### src/rtl/core/rmq_pkg.sv
`timescale 1ns / 1ps

package rmq_pkg;

   localparam int MAX_ELEMENTS = 4096;
   localparam int BLOCK_SIZE   = 64;
   localparam int VALUE_WIDTH  = 32;
   localparam int NUM_BLOCKS   = MAX_ELEMENTS / BLOCK_SIZE;
   localparam int NUM_LEVELS   = 7;
   localparam int ADDR_W       = 12;
   localparam int COUNT_W      = 13;
   localparam int POS_W        = 6;
   localparam int BLK_W        = 6;
   localparam int LVL_W        = 3;
   localparam int DEPTH_W      = 7;
   localparam int BMT_DEPTH    = NUM_BLOCKS * NUM_LEVELS;
   localparam int REQ_DATA_W   = 64;

   typedef enum logic [1:0] {
      CMD_CLEAR  = 2'd0,
      CMD_APPEND = 2'd1,
      CMD_QUERY  = 2'd2,
      CMD_UNUSED = 2'd3
   } command_type;

   typedef enum logic [4:0] {
      S_IDLE, S_DISPATCH,
      S_A_START, S_A_BMIN, S_A_POP, S_A_POP_EL, S_A_POP_CMP, S_A_WRITE,
      S_A_LVL, S_A_LVL1, S_A_LVL2,
      S_Q_CHECK, S_Q_IB_M, S_Q_IB_E, S_Q_MID0, S_Q_MID1, S_Q_MID2,
      S_Q_RIGHT, S_Q_OUT
   } state_type;

   typedef enum logic [4:0] {
      OP_NONE, OP_LOAD, OP_CLEAR,
      OP_A_START, OP_A_BMIN, OP_POP_RD, OP_POP_EL, OP_POP_CMP, OP_A_WRITE,
      OP_LVL_RD0, OP_LVL_RD1, OP_LVL_WR,
      OP_Q_ERR, OP_Q_EMPTY, OP_Q_LEFT, OP_IB_MASK, OP_IB_ELEM,
      OP_MID0, OP_MID1, OP_MID2, OP_Q_RIGHT, OP_Q_OUT
   } dp_op_type;

   typedef struct packed {
      command_type cmd;
      logic        full;
      logic        depth_zero;
      logic        pop_hit;
      logic        pos_last;
      logic        lvl_done;
      logic        q_err;
      logic        q_empty;
      logic        same_block;
      logic        has_mid;
      logic        has_right;
      logic        right_phase;
      logic        rsp_free;
   } status_type;

   // Index of the lowest set bit; 63 for an all-zero word.
   function automatic logic [POS_W-1:0] lowest_bit(input logic [BLOCK_SIZE-1:0] m);
      logic [POS_W-1:0] idx;
      idx = POS_W'(BLOCK_SIZE - 1);
      for (int i = BLOCK_SIZE - 1; i >= 0; i--) begin
         if (m[i]) begin
            idx = POS_W'(i);
         end
      end
      return idx;
   endfunction

   function automatic logic [LVL_W-1:0] floor_log2(input logic [DEPTH_W-1:0] x);
      logic [LVL_W-1:0] k;
      k = '0;
      for (int i = 0; i < DEPTH_W; i++) begin
         if (x[i]) begin
            k = LVL_W'(i);
         end
      end
      return k;
   endfunction

endpackage

### src/rtl/core/rmq_ctrl.sv
`timescale 1ns / 1ps

module rmq_ctrl (
   input  logic                  clock,
   input  logic                  reset,
   input  logic                  req_tvalid,
   output logic                  req_tready,
   input  rmq_pkg::status_type   status,
   output rmq_pkg::dp_op_type    op
);

   rmq_pkg::state_type state_ff, state_in;

   always_ff @(posedge clock) begin
      if (reset) begin
         state_ff <= rmq_pkg::S_IDLE;
      end else begin
         state_ff <= state_in;
      end
   end

   always_comb begin
      state_in = state_ff;
      unique case (state_ff)
         rmq_pkg::S_IDLE: begin
            if (req_tvalid) state_in = rmq_pkg::S_DISPATCH;
         end
         rmq_pkg::S_DISPATCH: begin
            unique case (status.cmd)
               rmq_pkg::CMD_APPEND:
                  state_in = status.full ? rmq_pkg::S_IDLE : rmq_pkg::S_A_START;
               rmq_pkg::CMD_QUERY: state_in = rmq_pkg::S_Q_CHECK;
               default:            state_in = rmq_pkg::S_IDLE;
            endcase
         end
         rmq_pkg::S_A_START:  state_in = rmq_pkg::S_A_BMIN;
         rmq_pkg::S_A_BMIN:   state_in = rmq_pkg::S_A_POP;
         rmq_pkg::S_A_POP:
            state_in = status.depth_zero ? rmq_pkg::S_A_WRITE : rmq_pkg::S_A_POP_EL;
         rmq_pkg::S_A_POP_EL: state_in = rmq_pkg::S_A_POP_CMP;
         rmq_pkg::S_A_POP_CMP:
            state_in = status.pop_hit ? rmq_pkg::S_A_POP : rmq_pkg::S_A_WRITE;
         rmq_pkg::S_A_WRITE:
            state_in = status.pos_last ? rmq_pkg::S_A_LVL : rmq_pkg::S_IDLE;
         rmq_pkg::S_A_LVL:
            state_in = status.lvl_done ? rmq_pkg::S_IDLE : rmq_pkg::S_A_LVL1;
         rmq_pkg::S_A_LVL1:   state_in = rmq_pkg::S_A_LVL2;
         rmq_pkg::S_A_LVL2:   state_in = rmq_pkg::S_A_LVL;
         rmq_pkg::S_Q_CHECK: begin
            if (status.q_err || status.q_empty) state_in = rmq_pkg::S_Q_OUT;
            else                                state_in = rmq_pkg::S_Q_IB_M;
         end
         rmq_pkg::S_Q_IB_M:   state_in = rmq_pkg::S_Q_IB_E;
         rmq_pkg::S_Q_IB_E: begin
            if (status.right_phase || status.same_block) state_in = rmq_pkg::S_Q_OUT;
            else if (status.has_mid)                     state_in = rmq_pkg::S_Q_MID0;
            else if (status.has_right)                   state_in = rmq_pkg::S_Q_RIGHT;
            else                                         state_in = rmq_pkg::S_Q_OUT;
         end
         rmq_pkg::S_Q_MID0:   state_in = rmq_pkg::S_Q_MID1;
         rmq_pkg::S_Q_MID1:   state_in = rmq_pkg::S_Q_MID2;
         rmq_pkg::S_Q_MID2:
            state_in = status.has_right ? rmq_pkg::S_Q_RIGHT : rmq_pkg::S_Q_OUT;
         rmq_pkg::S_Q_RIGHT:  state_in = rmq_pkg::S_Q_IB_M;
         rmq_pkg::S_Q_OUT: begin
            if (status.rsp_free) state_in = rmq_pkg::S_IDLE;
         end
         default: state_in = rmq_pkg::S_IDLE;
      endcase
   end

   always_comb begin
      op         = rmq_pkg::OP_NONE;
      req_tready = 1'b0;
      unique case (state_ff)
         rmq_pkg::S_IDLE: begin
            req_tready = 1'b1;
            if (req_tvalid) op = rmq_pkg::OP_LOAD;
         end
         rmq_pkg::S_DISPATCH: begin
            if (status.cmd == rmq_pkg::CMD_CLEAR) op = rmq_pkg::OP_CLEAR;
         end
         rmq_pkg::S_A_START:   op = rmq_pkg::OP_A_START;
         rmq_pkg::S_A_BMIN:    op = rmq_pkg::OP_A_BMIN;
         rmq_pkg::S_A_POP:     op = status.depth_zero ? rmq_pkg::OP_NONE : rmq_pkg::OP_POP_RD;
         rmq_pkg::S_A_POP_EL:  op = rmq_pkg::OP_POP_EL;
         rmq_pkg::S_A_POP_CMP: op = rmq_pkg::OP_POP_CMP;
         rmq_pkg::S_A_WRITE:   op = rmq_pkg::OP_A_WRITE;
         rmq_pkg::S_A_LVL:     op = status.lvl_done ? rmq_pkg::OP_NONE : rmq_pkg::OP_LVL_RD0;
         rmq_pkg::S_A_LVL1:    op = rmq_pkg::OP_LVL_RD1;
         rmq_pkg::S_A_LVL2:    op = rmq_pkg::OP_LVL_WR;
         rmq_pkg::S_Q_CHECK: begin
            if (status.q_err)        op = rmq_pkg::OP_Q_ERR;
            else if (status.q_empty) op = rmq_pkg::OP_Q_EMPTY;
            else                     op = rmq_pkg::OP_Q_LEFT;
         end
         rmq_pkg::S_Q_IB_M:    op = rmq_pkg::OP_IB_MASK;
         rmq_pkg::S_Q_IB_E:    op = rmq_pkg::OP_IB_ELEM;
         rmq_pkg::S_Q_MID0:    op = rmq_pkg::OP_MID0;
         rmq_pkg::S_Q_MID1:    op = rmq_pkg::OP_MID1;
         rmq_pkg::S_Q_MID2:    op = rmq_pkg::OP_MID2;
         rmq_pkg::S_Q_RIGHT:   op = rmq_pkg::OP_Q_RIGHT;
         rmq_pkg::S_Q_OUT:     op = status.rsp_free ? rmq_pkg::OP_Q_OUT : rmq_pkg::OP_NONE;
         default:              op = rmq_pkg::OP_NONE;
      endcase
   end

endmodule

### config.mk
export PLATFORM = sky130hd
export DESIGN_NAME = rmq_ctrl
export DESIGN_NICKNAME = d
export VERILOG_FILES = /design/src/rtl/core/rmq_pkg.sv /design/src/rtl/core/rmq_ctrl.sv
export SDC_FILE = /design/constraint.sdc
export NUM_CORES = 1
export LEC_CHECK = 0
export BUFFER_PORTS_ARGS = -buffer_cell sky130_fd_sc_hd__buf_4
export CAP_MARGIN = 5
export CELL_PAD_IN_SITES_DETAIL_PLACEMENT = 0
export CELL_PAD_IN_SITES_GLOBAL_PLACEMENT = 1
export CORE_MARGIN = 2
export CORE_UTILIZATION = 39
export DETAILED_ROUTE_END_ITERATION = 6
export PLACE_DENSITY = 0.84
export REMOVE_ABC_BUFFERS = 1
export SETUP_SLACK_MARGIN = 0.3
export SLEW_MARGIN = 20
export SYNTH_ARGS = -nofsm -noshare
export SYNTH_HDL_FRONTEND = slang
export SYNTH_SLANG_ARGS = --single-unit
### constraint.sdc
create_clock -name clock -period 2.9 [get_ports clock]
set_input_delay 0.29 -clock clock [delete_from_list [all_inputs] [get_ports clock]]
set_output_delay 0.29 -clock clock [all_outputs]
set_load 0.005 [all_outputs]
==> metrics.md <==
| Metric | Value |
|---|---|
| Status | `completed` |
| Sink Count | `5` |
| Leakage | `0.414 nW` |
| Setup CP Type | `reg2out` |
| Initial antenna violation count | `0` |
| Row Count | `17` |
| Yosys reg bits | `5` |
| Detailed Place HPWL | `1.75 mm` |
| Post-DR vias/cell | `5.75` |
| Worst Slack Setup Final | `0.488 ns` |
| Total grt overflow | `0` |
| Fill cell count | `241` |
| Starting density of the core | `40.7%` |
| Pwr/cell area | `251 nW/µm²` |
| Slew @ Worst Pin | `1.01 ns` |
| Critical path startpoint | `state_ff[1]` |
| Mean Syn Cell Area | `7.01 µm²` |
| # setup viols final | `0` |
| Pre-CTS setup slack | `0.782 ns` |
| Die width | `51.8 µm` |
| Crit end category | `output port` |
| Finished Layout Cells | `172` |
| GPL Wtd Cong | `0.835` |
| Core area | `2190 µm²` |
| Area grow syn2layout | `18.8%` |
| Period utilization | `83.2%` |
| Clock root cell | `clkbuf_4` |
| Layout cells sized above 1 | `21.5%` |
| Seq/Total Area, Yosys | `11.2%` |
| CTS Buffer Depth | `2` |
| Placed cells | `168` |
| Slew Viols, Final | `0` |
| Final nets | `166` |
| CP max FO | `33` |
| Die height | `51.8 µm` |
| Main flop type after synthesis | `dfxtp_1` |
| Cts repair resizes | `0` |
| Hold Crit Class | `in2reg` |
| Post-DP Area | `1030 µm²` |
| Fin. Hold Viols | `0` |
| Overall Power | `0.266 mW` |
| Max_slew headroom | `32.8%` |
| ANT nets after route | `0` |
| Routed vias | `989` |
| RSZ-0062 raised after global routing | `no` |
| Clock-pin slew on the worst setup and hold paths | `0.04 ns` |
| Largest cells by area after synthesis | `dfxtp_1, a21oi_1, ha_1` |
| Initial DRC count | `11` |
| Post-route cell area | `1060 µm²` |
| Final WL | `2.35 mm` |
| WP data arrival | `2.12 ns` |
| Reg with most FFs | `state_ff` |
| Max Cap Viol | `0` |
| Max VDD drop | `0.221 mV` |
| First-pass GRT wire length | `3.86 mm` |
| Worst Skew | `0.00309 ns` |
| Clk_lat worst skew | `0.24 ns` |
| Setup_tns | `0 ns` |
| I/O Pins | `23` |
| Avg WL per Cell | `13.7 µm` |
| Mapped Cells | `127` |
| Synth async-reset ratio | `0%` |
| Die area | `2680 µm²` |
| Postcts setup bufs | `0` |
| # H-tree levels | `1` |
| Biggest area consumer among synthesized cells | `dfxtp_1` |
| Min-delay src | `reset` |
| Minimum clock period | `2.41 ns` |
| Biggest regs | `state_ff (5)` |
| Number of global-route vias before repair | `874` |
| CTS tree | `built` |
| Netlist cell types | `46` |
| Hold slack | `0.315 ns` |
| Hold buffer count at cts | `0` |
| Startpoint Class | `flip-flop` |
| Critical path required time | `2.61 ns` |
| Area share of the largest cell type after synthesis | `11.2%` |
| Final Util | `48.3%` |
| PortBufs | `22` |
| Pin count of the biggest net entering global routing | `34` |
| DRC Markers | `0` |
| Num CTS Buffers | `3` |
| Reg2reg start | `state_ff[3]` |
| Ys Warns | `0` |
| Total track usage | `18.6%` |
| Number of flip-flops in the largest register | `5` |
| Inserted Diodes | `0` |
| Synth Cell Area | `891 µm²` |
| Achievable Freq | `0.415 GHz` |
| Number of flops mapped to enable cells by yosys | `0` |
| DRT Pass-1 Iters | `5` |
==> cells in the mapped netlist (2+ instances only) <==
library cell / count
a21oi_1: 10
nor2_1: 10
nand2_1: 9
nand2b_1: 7
inv_1: 6
buf_2: 5
dfxtp_1: 5
nand3_1: 5
nor2b_1: 5
o21ai_0: 5
a31oi_1: 4
buf_4: 4
ha_1: 4
nor3b_1: 4
mux2i_1: 3
nand4_1: 3
o32ai_1: 3
a211o_1: 2
a22oi_1: 2
and2_1: 2
nor3_1: 2
o21bai_1: 2
o22ai_1: 2
==> logic make-up (layout without fill, tap and decap cells) <==
group / Yosys count / after routing / synth area share (%)
XOR/XNOR: 1 / 1 / 0.983
flip-flops: 5 / 5 / 11.2
multiplexers: 4 / 4 / 4.63
buffers and inverters: 16 / 33 / 9.97
AND/OR/NAND/NOR: 58 / 58 / 37.8
adder cells (fa/ha/maj): 4 / 4 / 5.62
AO/OA/AOI/OAI: 39 / 39 / 29.8
==> cell type report <==
type,count,area [µm²],area share [%]
Timing Repair Buffer,23,173,16.3
Clock buffer,4,26.3,2.48
Tap cell,28,35.0,3.31
Multi-Input combinational cell,106,702,66.3
Inverter,6,22.5,2.13
Sequential cell,5,100,9.46
==> critical path: stages, from the launching register on <==
cell and delay [ns]:
dfxtp_1 0.98, nor3_1 0.24, and3_1 0.26, a211o_1 0.27, buf_4 0.13
==> power by group <==
| group | switching, mW | leakage (nW) | internal (mW) |
|---|---|---|---|
| Combinational | 0.0404 | 0.359 | 0.0538 |
| Clock | 0.0271 | 0.0150 | 0.0519 |
| Sequential | 0.0202 | 0.0406 | 0.0722 |
==> metal layers <==
metal	wire length, µm	part of all wire, %	track usage, %
met5	0	0	0
met4	14	0.59	2.63
met3	86	3.7	3.45
met2	1130	48	31.6
met1	1130	48	24.9
==> cells in the final DEF, fill, tap and decap left out, types with 5 or more instances in the layout <==
| cell type | n |
|---|---|
| buf_4 | 23 |
| nand2b_1 | 7 |
| o21ai_0 | 5 |
| nand2_1 | 9 |
| dfxtp_1 | 5 |
| nor2_1 | 10 |
| nand3_1 | 5 |
| inv_1 | 6 |
| nor2b_1 | 5 |
| a21oi_1 | 10 |
==> final timing paths <==
| kind | end | slack (ns) | cells after the start |
|---|---|---|---|
| min | state_ff[1] | 0.31 | 3 |
| max | op[0] | 0.49 | 4 |
| min reg2reg | state_ff[1] | 0.71 | 2 |
| max reg2reg | state_ff[1] | 0.90 | 4 |
Power figures use the tool's default switching activity.
